[src/design/fpr_pkg.sv]
// ----------------------------------------------------------------------------
// fpr_pkg: shared types and codes of the frame packet reassembler
// Status codes and fixed field widths.
// ----------------------------------------------------------------------------
package fpr_pkg;

   typedef enum logic [2:0] {
      ST_INFO_OK    = 3'd0,
      ST_WRITTEN    = 3'd1,
      ST_SIZE_ERR   = 3'd2,
      ST_UNKNOWN    = 3'd3,
      ST_BAD_ID     = 3'd4,
      ST_BOUNDS     = 3'd5,
      ST_INFO_REJ   = 3'd6
   } status_type;

   localparam int ADDR_W  = 21;
   localparam int CHUNK_W = 11;
   localparam logic [CHUNK_W-1:0] CHUNK_RESET = 11'd1400;

endpackage

[src/design/frame_packet_reassembler_core.sv]
// ----------------------------------------------------------------------------
// frame_packet_reassembler_core
// Reassembles frames from numbered packets into fixed-size memory slots.
// ----------------------------------------------------------------------------
// One word is worked on at a time. Each word spends its accept cycle in idle
// and an output phase that loads the result register. A word in between
// passes straight from idle to the output phase: a rejected frame-info word,
// or a later beat of a packet already under way.
// The first beat of a packet reads the received-map memory, whose read is
// registered. It then checks the word and forms the packet offset
// (idx * chunk_bytes), and then runs the bounds compare before the output
// phase. An accepted frame-info word clears its slot's map rows by a sweep
// of MW rows before the output phase. A new word can be accepted while an
// earlier result still waits in the output register. The output phase
// holds until that result is taken.
// chunk_bytes is to be written through csr_write_enable / csr_write_data
// only while the block is idle; the block itself does not enforce this.
// ----------------------------------------------------------------------------
module frame_packet_reassembler_core
   import fpr_pkg::*;
#(
   parameter int FRAME_SLOTS = 4,
   parameter int MAX_PACKETS = 256,
   parameter int SLOT_BYTES  = 524288,
   parameter int BEAT_BYTES  = 8
) (
   input  logic         clock,
   input  logic         reset,
   input  logic         csr_write_enable,
   input  logic [10:0]  csr_write_data,
   input  logic         req_valid,
   output logic         req_ready,
   input  logic         req_type,
   input  logic [31:0]  req_frame_id,
   input  logic [23:0]  req_total_size,
   input  logic [15:0]  req_packet_count,
   input  logic [15:0]  req_frame_width,
   input  logic [15:0]  req_frame_height,
   input  logic [15:0]  req_packet_index,
   input  logic [10:0]  req_declared_size,
   input  logic [10:0]  req_payload_len,
   input  logic [63:0]  req_payload_word,
   input  logic         req_payload_last,
   output logic         rsp_valid,
   input  logic         rsp_ready,
   output logic [2:0]   rsp_status,
   output logic         rsp_write_enable,
   output logic [20:0]  rsp_write_addr,
   output logic [63:0]  rsp_write_data,
   output logic [3:0]   rsp_write_bytes,
   output logic         rsp_frame_done,
   output logic [31:0]  rsp_done_frame_id,
   output logic [1:0]   rsp_done_slot,
   output logic [15:0]  rsp_done_width,
   output logic [15:0]  rsp_done_height,
   output logic [19:0]  rsp_done_size
);

   localparam int SW  = (FRAME_SLOTS > 1) ? $clog2(FRAME_SLOTS) : 1;
   localparam int MW  = (MAX_PACKETS + 63) / 64;
   localparam int MWW = (MW > 1) ? $clog2(MW) : 1;
   localparam int PW  = $clog2(MAX_PACKETS + 1);
   localparam int BW  = $clog2(BEAT_BYTES + 1);
   localparam int MAPD = FRAME_SLOTS * MW;
   localparam int MAW = (MAPD > 1) ? $clog2(MAPD) : 1;
   localparam int OFW = 16 + CHUNK_W;

   typedef enum logic [2:0] {
      P_IDLE, P_CLEAR, P_READ, P_CHECK, P_BOUND, P_OUT
   } phase_type;

   phase_type phase_ff, phase_in;

   logic [CHUNK_W-1:0] chunk_ff;
   logic [FRAME_SLOTS-1:0] valid_ff;
   logic [31:0] tag_ff   [FRAME_SLOTS];
   logic [19:0] size_ff  [FRAME_SLOTS];
   logic [PW-1:0] total_ff [FRAME_SLOTS];
   logic [PW-1:0] seen_ff  [FRAME_SLOTS];
   logic [31:0] dims_ff  [FRAME_SLOTS];
   logic [SW-1:0] alloc_ff;
   logic          inprog_ff;
   logic [2:0]    verdict_ff;
   logic [ADDR_W-1:0] addr_ff;
   logic [10:0]   remain_ff;
   logic [SW-1:0] pslot_ff;

   // received map memory
   logic [63:0]   map_mem [MAPD];
   logic [63:0]   map_rd_ff;
   logic          map_we;
   logic [MAW-1:0] map_wa, map_ra;
   logic [63:0]   map_wd;

   // latched input word
   logic        h_type;
   logic [31:0] h_id;
   logic [15:0] h_idx;
   logic [10:0] h_decl, h_len;
   logic [63:0] h_word;
   logic        h_last;
   logic [SW-1:0] h_slot;
   logic          h_hit;
   logic [MWW-1:0] clr_ff;
   logic [SW-1:0]  clr_slot_ff;
   logic [OFW-1:0] off_ff;

   // output register
   logic        ov_ff;
   logic [2:0]  o_status;
   logic        o_we;
   logic [20:0] o_addr;
   logic [63:0] o_data;
   logic [3:0]  o_bytes;
   logic        o_done;
   logic [31:0] o_id;
   logic [1:0]  o_slot;
   logic [15:0] o_w, o_h;
   logic [19:0] o_size;

   wire accept = req_valid && req_ready;
   wire out_free = !ov_ff || rsp_ready;
   assign req_ready = (phase_ff == P_IDLE);

   // tag search
   logic [SW-1:0] find_s;
   logic          find_hit;
   always_comb begin
      find_s = '0;
      find_hit = 1'b0;
      for (int s = FRAME_SLOTS - 1; s >= 0; s--) begin
         if (valid_ff[s] && tag_ff[s] == req_frame_id) begin
            find_s = SW'(s);
            find_hit = 1'b1;
         end
      end
   end

   // circular search for a free slot from alloc pointer
   logic [SW-1:0] free_s;
   always_comb begin
      logic [SW:0] c;
      free_s = alloc_ff;
      for (int k = FRAME_SLOTS - 1; k >= 0; k--) begin
         c = (SW+1)'(alloc_ff) + (SW+1)'(k);
         if (c >= (SW+1)'(FRAME_SLOTS)) c = c - (SW+1)'(FRAME_SLOTS);
         if (!valid_ff[c[SW-1:0]]) free_s = c[SW-1:0];
      end
   end

   wire info_rej = (req_total_size > 24'(SLOT_BYTES)) ||
                   ({1'b0, req_packet_count} > 17'(MAX_PACKETS));
   wire [SW-1:0] info_s = find_hit ? find_s : free_s;

   function automatic logic [MAW-1:0] map_index(input logic [SW-1:0] s,
                                                input logic [MWW-1:0] w);
      logic [31:0] v;
      v = 32'(s) * 32'(MW) + 32'(w);
      return v[MAW-1:0];
   endfunction

   wire [MWW-1:0] idx_word = MWW'(h_idx >> 6);

   always_ff @(posedge clock) begin
      if (map_we) map_mem[map_wa] <= map_wd;
      map_rd_ff <= map_mem[map_ra];
   end

   // check stage values
   wire idx_bad = ({16'd0, h_idx} >= 32'(total_ff[h_slot])) ||
                  ({16'd0, h_idx} >= 32'(MAX_PACKETS)) || map_rd_ff[h_idx[5:0]];

   // packet end lies past the stored frame size
   wire bound_bad = (32'(off_ff) + 32'(h_len)) > 32'(size_ff[h_slot]);

   logic [BW-1:0] wb;
   always_comb begin
      wb = (remain_ff < 11'(BEAT_BYTES)) ? BW'(remain_ff) : BW'(BEAT_BYTES);
   end

   always_comb begin
      phase_in = phase_ff;
      unique case (phase_ff)
         P_IDLE: begin
            if (accept) begin
               if (!req_type) phase_in = info_rej ? P_OUT : P_CLEAR;
               else if (!inprog_ff) phase_in = P_READ;
               else phase_in = P_OUT;
            end
         end
         P_CLEAR: if (32'(clr_ff) == MW - 1) phase_in = P_OUT;
         P_READ:  phase_in = P_CHECK;
         P_CHECK: phase_in = P_BOUND;
         P_BOUND: phase_in = P_OUT;
         P_OUT:   if (out_free) phase_in = P_IDLE;
         default: phase_in = P_IDLE;
      endcase
   end

   always_comb begin
      map_we = 1'b0;
      map_wa = map_index(clr_slot_ff, clr_ff);
      map_wd = '0;
      map_ra = map_index(h_slot, idx_word);
      if (phase_ff == P_CLEAR) map_we = 1'b1;
      if (phase_ff == P_BOUND && verdict_ff == ST_WRITTEN && !bound_bad) begin
         map_we = 1'b1;
         map_wa = map_index(h_slot, idx_word);
         map_wd = map_rd_ff | (64'd1 << h_idx[5:0]);
      end
   end

   always_ff @(posedge clock) begin
      if (reset) begin
         phase_ff   <= P_IDLE;
         chunk_ff   <= CHUNK_RESET;
         valid_ff   <= '0;
         alloc_ff   <= '0;
         inprog_ff  <= 1'b0;
         verdict_ff <= '0;
         addr_ff    <= '0;
         remain_ff  <= '0;
         pslot_ff   <= '0;
         ov_ff      <= 1'b0;
         clr_ff     <= '0;
      end else begin
         phase_ff <= phase_in;
         if (csr_write_enable) chunk_ff <= csr_write_data;
         // load a new result or drop the one just taken
         if (phase_ff == P_OUT && out_free) ov_ff <= 1'b1;
         else if (rsp_ready) ov_ff <= 1'b0;
         unique case (phase_ff)
            P_IDLE: if (accept) begin
               clr_ff <= '0;
               if (!req_type) begin
                  inprog_ff <= 1'b0;
                  if (!info_rej) begin
                     if (!find_hit) begin
                        alloc_ff <= (32'(info_s) == FRAME_SLOTS - 1) ? '0 : info_s + 1'b1;
                     end
                     clr_slot_ff <= info_s;
                  end
               end else if (!inprog_ff) begin
                  inprog_ff <= 1'b1;
                  remain_ff <= '0;
                  addr_ff   <= '0;
               end
            end
            P_CLEAR: clr_ff <= clr_ff + 1'b1;
            P_CHECK: begin
               off_ff <= OFW'(h_idx) * OFW'(chunk_ff);
               if (h_decl != h_len) verdict_ff <= ST_SIZE_ERR;
               else if (!h_hit) verdict_ff <= ST_UNKNOWN;
               else if (idx_bad) verdict_ff <= ST_BAD_ID;
               else verdict_ff <= ST_WRITTEN;
            end
            P_BOUND: begin
               if (verdict_ff == ST_WRITTEN) begin
                  if (bound_bad) begin
                     verdict_ff <= ST_BOUNDS;
                  end else begin
                     pslot_ff  <= h_slot;
                     seen_ff[h_slot] <= seen_ff[h_slot] + 1'b1;
                     remain_ff <= h_len;
                     addr_ff   <= ADDR_W'(32'(h_slot) * 32'(SLOT_BYTES) + 32'(off_ff));
                  end
               end
            end
            P_OUT: if (out_free) begin
               if (h_type) begin
                  if (verdict_ff == ST_WRITTEN && wb != '0) begin
                     addr_ff <= addr_ff + ADDR_W'(wb);
                  end
                  if (h_last) begin
                     inprog_ff <= 1'b0;
                     remain_ff <= '0;
                     if (verdict_ff == ST_WRITTEN && valid_ff[pslot_ff] &&
                         seen_ff[pslot_ff] == total_ff[pslot_ff])
                        valid_ff[pslot_ff] <= 1'b0;
                  end else if (verdict_ff == ST_WRITTEN && wb != '0) begin
                     remain_ff <= remain_ff - 11'(wb);
                  end
               end
            end
            default: ;
         endcase
         // slot registers written at the end of a clearing sweep
         if (phase_ff == P_CLEAR && 32'(clr_ff) == MW - 1) begin
            valid_ff[clr_slot_ff] <= 1'b1;
            seen_ff[clr_slot_ff]  <= '0;
         end
      end
   end

   // payload registers
   logic info_rej_ff;
   logic [23:0] h_size;
   logic [15:0] h_count, h_w, h_hh;
   always_ff @(posedge clock) begin
      if (accept) begin
         h_type  <= req_type;
         h_id    <= req_frame_id;
         h_idx   <= req_packet_index;
         h_decl  <= req_declared_size;
         h_len   <= req_payload_len;
         h_word  <= req_payload_word;
         h_last  <= req_payload_last;
         h_slot  <= find_s;
         h_hit   <= find_hit;
         h_size  <= req_total_size;
         h_count <= req_packet_count;
         h_w     <= req_frame_width;
         h_hh    <= req_frame_height;
         info_rej_ff <= info_rej;
      end
      if (phase_ff == P_CLEAR && 32'(clr_ff) == MW - 1) begin
         tag_ff[clr_slot_ff]   <= h_id;
         size_ff[clr_slot_ff]  <= h_size[19:0];
         total_ff[clr_slot_ff] <= PW'(h_count);
         dims_ff[clr_slot_ff]  <= {h_hh, h_w};
      end
   end

   // result register
   always_ff @(posedge clock) begin
      if (phase_ff == P_OUT && out_free) begin
         o_we <= 1'b0; o_addr <= '0; o_data <= '0; o_bytes <= '0;
         o_done <= 1'b0; o_id <= '0; o_slot <= '0; o_w <= '0; o_h <= '0;
         o_size <= '0;
         if (!h_type) begin
            o_status <= info_rej_ff ? ST_INFO_REJ : ST_INFO_OK;
         end else begin
            o_status <= verdict_ff;
            if (verdict_ff == ST_WRITTEN && wb != '0) begin
               o_we <= 1'b1; o_addr <= addr_ff; o_data <= h_word;
               o_bytes <= 4'(wb);
            end
            if (h_last && verdict_ff == ST_WRITTEN && valid_ff[pslot_ff] &&
                seen_ff[pslot_ff] == total_ff[pslot_ff]) begin
               o_done <= 1'b1;
               o_id   <= tag_ff[pslot_ff];
               o_slot <= 2'(pslot_ff);
               o_w    <= dims_ff[pslot_ff][15:0];
               o_h    <= dims_ff[pslot_ff][31:16];
               o_size <= size_ff[pslot_ff];
            end
         end
      end
   end

   assign rsp_valid = ov_ff;
   assign rsp_status = o_status;
   assign rsp_write_enable = o_we;
   assign rsp_write_addr = o_addr;
   assign rsp_write_data = o_data;
   assign rsp_write_bytes = o_bytes;
   assign rsp_frame_done = o_done;
   assign rsp_done_frame_id = o_id;
   assign rsp_done_slot = o_slot;
   assign rsp_done_width = o_w;
   assign rsp_done_height = o_h;
   assign rsp_done_size = o_size;

   a_no_accept_busy: assert property (@(posedge clock) disable iff (reset)
      (phase_ff != P_IDLE) |-> !req_ready) else $error("accept while busy");
   a_hold_result: assert property (@(posedge clock) disable iff (reset)
      (rsp_valid && !rsp_ready) |=>
         (rsp_valid && $stable(rsp_status) && $stable(rsp_write_data)))
      else $error("result changed while waiting");
   a_done_written: assert property (@(posedge clock) disable iff (reset)
      (ov_ff && o_done) |-> (o_status == ST_WRITTEN)) else $error("done on bad packet");

endmodule

[config.mk]
export PLATFORM = sky130hd
export DESIGN_NAME = frame_packet_reassembler_core
export DESIGN_NICKNAME = d
export VERILOG_FILES = /design/src/design/fpr_pkg.sv /design/src/design/frame_packet_reassembler_core.sv
export SDC_FILE = /design/constraint.sdc
export NUM_CORES = 2
export LEC_CHECK = 0
export BUFFER_PORTS_ARGS = -buffer_cell sky130_fd_sc_hd__buf_2
export CELL_PAD_IN_SITES_DETAIL_PLACEMENT = 2
export CELL_PAD_IN_SITES_GLOBAL_PLACEMENT = 2
export CORE_ASPECT_RATIO = 0.5
export CORE_MARGIN = 4
export CORE_UTILIZATION = 50
export CTS_CLUSTER_SIZE = 20
export DETAILED_ROUTE_END_ITERATION = 8
export PLACE_DENSITY = 0.88
export RECOVER_POWER = 25
export REMOVE_ABC_BUFFERS = 1
export SLEW_MARGIN = 10
export SYNTH_ARGS = -nofsm -noshare
export SYNTH_HDL_FRONTEND = slang
export SYNTH_SLANG_ARGS = --single-unit
[constraint.sdc]
create_clock -name clock -period 23.4 [get_ports clock]
set_clock_uncertainty 0.2 [all_clocks]
set_input_delay 1.17 -clock clock [delete_from_list [all_inputs] [get_ports clock]]
set_output_delay 1.17 -clock clock [all_outputs]
set_load 0.05 [all_outputs]
==> results of run 1 <==
==> through the flow <==
step	cell area, um2	hold slack (ns)	instances	setup WS, ns
2_1_floorplan	82200	0.229	4333	3.30
3_3_place_gp	87900	0.256	7011	15.75
==> cell families after synthesis <==
kind of cell | share of synthesized area
adders and majority gates | 0.0478
other | 0.0000451
and+or+nand+nor | 0.0538
xor gates and xnor gates | 0.0226
buffers and inverters | 0.0202
DFF | 0.697
muxes | 0.131
AOI/OAI and AO/OA | 0.0281
==> run summary, run 1 <==
Outcome = did not finish
Last step reached = 3_5_place_dp
Stop err = [ERROR DPL-0033] detailed placement checks failed during check placement.
Post-synth top cells = 1842 x edfxtp_1, 474 x mux4_2, 199 x inv_1, 177 x clkbuf_1, 177 x nor2_1
Core Rows = 105
Synth top area share = 0.666
Syn_area_per_cell = 18.2 um2
Port Buffers = 405
Chip width = 585 um
Ports = 406
Mapped Area = 83100 um2
FF+latch count, synth = 1971
Synth unique cells = 82
Sequential area share after synthesis = 0.697
RePlAce Congestion = 0.862
Main synth FF type = edfxtp_1
Top post-synthesis cells by area = edfxtp_1 67%, mux4_2 13%, dfxtp_1 3.1%
Die height = 296 um
YS warnings = 0
Post-synth EDFFs = 1842
Yosys top cell by area = edfxtp_1
Top-count cell post-synth = edfxtp_1
Initial Utilization = 0.505
Post-synthesis async set-or-reset flop share = 0
DP HPWL = 189000 um
Post-synthesis cell count = 4570
==> inputs of run 2 (changes only) <==
CELL_PAD_IN_SITES_DETAIL_PLACEMENT = not set   (was 2)
CELL_PAD_IN_SITES_GLOBAL_PLACEMENT = not set   (was 2)
CORE_ASPECT_RATIO = not set   (was 0.5)
CORE_UTILIZATION = 35   (was 50)
CTS_CLUSTER_SIZE = not set   (was 20)
PLACE_DENSITY = not set   (was 0.88)
PLACE_DENSITY_LB_ADDON = 0.15   (was not set)
==> run summary, run 2 <==
Commonest non-fill, non-tap cell in the layout = edfxtp_1
Vias per cell = 5.16
RePlAce Congestion = 0.808 (-6.2%)
Synth unique cells = 82 (unchanged)
CP arrival = 8.91 ns
Clk pwr share = 0.332
CTS tree = yes
Logic gate share of total power = 0.246
Setup bufs post-CTS = 0
Vias in the first global route = 44477
Post-DP Area = 89200 um2
CTS Buf Count = 208
Detailed Route WL = 218000 um
Sequential area share after synthesis = 0.697 (unchanged)
Htree depth = 4
DR iter-0 viols = 3224
R2R Setup Slk = 14.87 ns
Initial Utilization = 0.352 (-0.153)
Top-count cell post-synth = edfxtp_1
YS warnings = 0 (unchanged)
RSZ-0062 raised after global routing = no
Cell Count, Final, Fillers Out = 8379
Post-DRT Antenna Nets = 0
Post-synth top cells = 1842 x edfxtp_1, 474 x mux4_2, 199 x inv_1, 177 x clkbuf_1, 177 x nor2_1
Clock transition at path regs = 0.07 ns
Outcome = finished with violations
Slew HR = -2.22
FF-to-FF path depth = 17
CP Launch Type = register
Post-synthesis async set-or-reset flop share = 0 (unchanged)
Synth top area share = 0.666 (unchanged)
Top post-synthesis cells by area = edfxtp_1 67%, mux4_2 13%, dfxtp_1 3.1%
Internal power = 0.00702 W
Max reg flops = 1024
Worst Hold Class = input port to register
Ports = 406 (unchanged)
Setup TNS = 0 ns
Design Power = 0.0101 W
Top flop regs = map_mem x1024, dims_ff x128, tag_ff x128
R2R Path End = off_ff[26]
Leakage power = 30.1 nW
Initial antenna violation count = 24
Syn_area_per_cell = 18.2 um2 (unchanged)
Hold Vio Cnt, Final = 0
Failing checks = capacitance limit, slew limit
Share of cells above drive strength 1 = 0.217
Yosys top cell by area = edfxtp_1
Worst-margin pin slew = 4.84 ns
Setup WS pre-CTS = 16.38 ns
Sink Count = 1971
Congestion Overflow GR = 0
Pin count of the biggest net entering global routing = 94
First-pass GRT wire length = 318000 um
Max frequency = 0.117 GHz
Final Setup Violations = 0
Fin. max-slew vios = 541
Core Rows = 178 (+70%)
Reg power frac = 0.422
DRC = 0
Mapped Area = 83100 um2 (unchanged)
Worst Setup End Kind = register
Post-synth EDFFs = 1842 (unchanged)
Hold path start = req_packet_index[15]
Reg with most FFs = map_mem
WL per Instance = 26.1 um
Area Growth Syn to Fin = 15.4%
Reg2reg start = h_idx[7]
Clk_lat worst skew = 0.87 ns
Maxcap violations = 11
Fin crit share = 0.364
Hold endpoint = h_idx[15]
CTS max path bufs = 3
Layout Nets = 5499
Initial DRT Pass Iterations = 7
Cts repair resizes = 0
DP HPWL = 136000 um (-28%)
Chip width = 495 um (-15%)
NetSw = 0.00304 W
Die Area = 245000 um2
FF+latch count, synth = 1971 (unchanged)
CP required = 23.78 ns
Fin area = 95900 um2
Period minus WS final = 8.53 ns
Die height = 495 um (+67%)
Via count of the routed design = 43270
Core footprint = 236000 um2
Commonest non-fill, non-tap cells in the layout = 1842 x edfxtp_1, 474 x mux4_2, 254 x clkbuf_1
Net Sw Frac = 0.302
Port Buffers = 405 (unchanged)
CTS Hold Bufs = 0
Critical path type = register to register
Post-synthesis cell count = 4570 (unchanged)
PD cells = 105 nW/um2
VDD IR max = 0.000111 V
Crit path max fanout = 45
Gr usage total = 0.176
Post-placement cell count = 7974
Main synth FF type = edfxtp_1
Root Driver = clkbuf_16
Worst Hold Depth = 1
Final WS setup = 14.87 ns
[run 2: cell counts after synthesis]
No cell type changed its count.
[run 2: worst max path at each step]
stage / slack, ns / end / start / cells after the start
after floorplan: 3.30 / map_mem[12][0] / h_idx[6] / 1
after global placement: 16.45 / map_mem[3][38] / h_len[0] / 22
after detailed placement: 16.38 / map_mem[6][55] / h_len[0] / 21
after CTS: 16.29 / map_mem[6][45] / h_len[0] / 21
after global routing: 14.44 / off_ff[26] / h_idx[7] / 17
final: 14.87 / off_ff[26] / h_idx[7] / 17
[run 2: cells by family (layout without fill, tap and decap cells)]
logic type / Yosys count / after routing / share of synthesized area
compound gates: 354 / 354 / 0.0281
xor+xnor: 214 / 214 / 0.0226
fa+ha+maj: 241 / 241 / 0.0478
buf+inv: 437 / 1087 / 0.0202
flops: 1971 / 1971 / 0.697
mux: 495 / 495 / 0.131
other cells: 1 / 10 / 0.0000451
simple gates: 857 / 857 / 0.0538
[run 2: cell type report]
| class | count | area (um2) |
|---|---|---|
| Antenna cell | 9 | 22.5 |
| Clock buffer | 288 | 5720 |
| Clock inverter | 108 | 1330 |
| Fill cell | 21294 | 140000 |
| Inverter | 200 | 757 |
| Multi-Input combinational cell | 2162 | 23800 |
| Sequential cell | 1971 | 57900 |
| Tap cell | 3150 | 3940 |
| Timing Repair Buffer | 491 | 2430 |
[run 2: power groups by stage]
stage / combinational (W) / sequential, W / clock, W
2_1_floorplan: 0.00171 / 0.00440 / 0
3_3_place_gp: 0.00252 / 0.00431 / 0
3_5_place_dp: 0.00253 / 0.00431 / 0
4_1_cts: 0.00254 / 0.00424 / 0.00344
5_1_grt: 0.00277 / 0.00426 / 0.00360
6_report: 0.00247 / 0.00424 / 0.00334
[run 2: worst max-delay path, stage by stage, from the launching register on]
cell and delay (ns):
edfxtp_1 0.31, clkbuf_1 1.20, clkbuf_1 2.45, nand2_1 0.29, fa_1 0.66, inv_1 0.05
fa_1 0.56, fa_1 0.42, ha_1 0.37, nand3_1 0.09, o211ai_1 0.35, o211ai_1 0.18
a31oi_1 0.24, o21ai_0 0.16, a31oi_1 0.34, a21bo_2 0.19, a21oi_1 0.07, xnor2_1 0.12
[run 2: layer usage]
| layer | track usage | vias to the layer above | share of wire |
|---|---|---|---|
| met4 | 0.0376 | 4 | 0.018 |
| li1 | - | 18816 | - |
| met1 | 0.243 | 22958 | 0.43 |
| met3 | 0.0323 | 268 | 0.060 |
| met5 | 0 | - | 0.00015 |
| met2 | 0.292 | 1224 | 0.49 |
[run 2: metrics by stage]
stage / util / hold slack (ns)
3_3_place_gp: 0.378 / 0.254
5_1_grt: 0.407 / 0.194
6_report: 0.407 / 0.264
4_1_cts: 0.408 / 0.177
2_1_floorplan: - / 0.229
3_5_place_dp: 0.378 / 0.256
(Power assumes the default switching activity.)
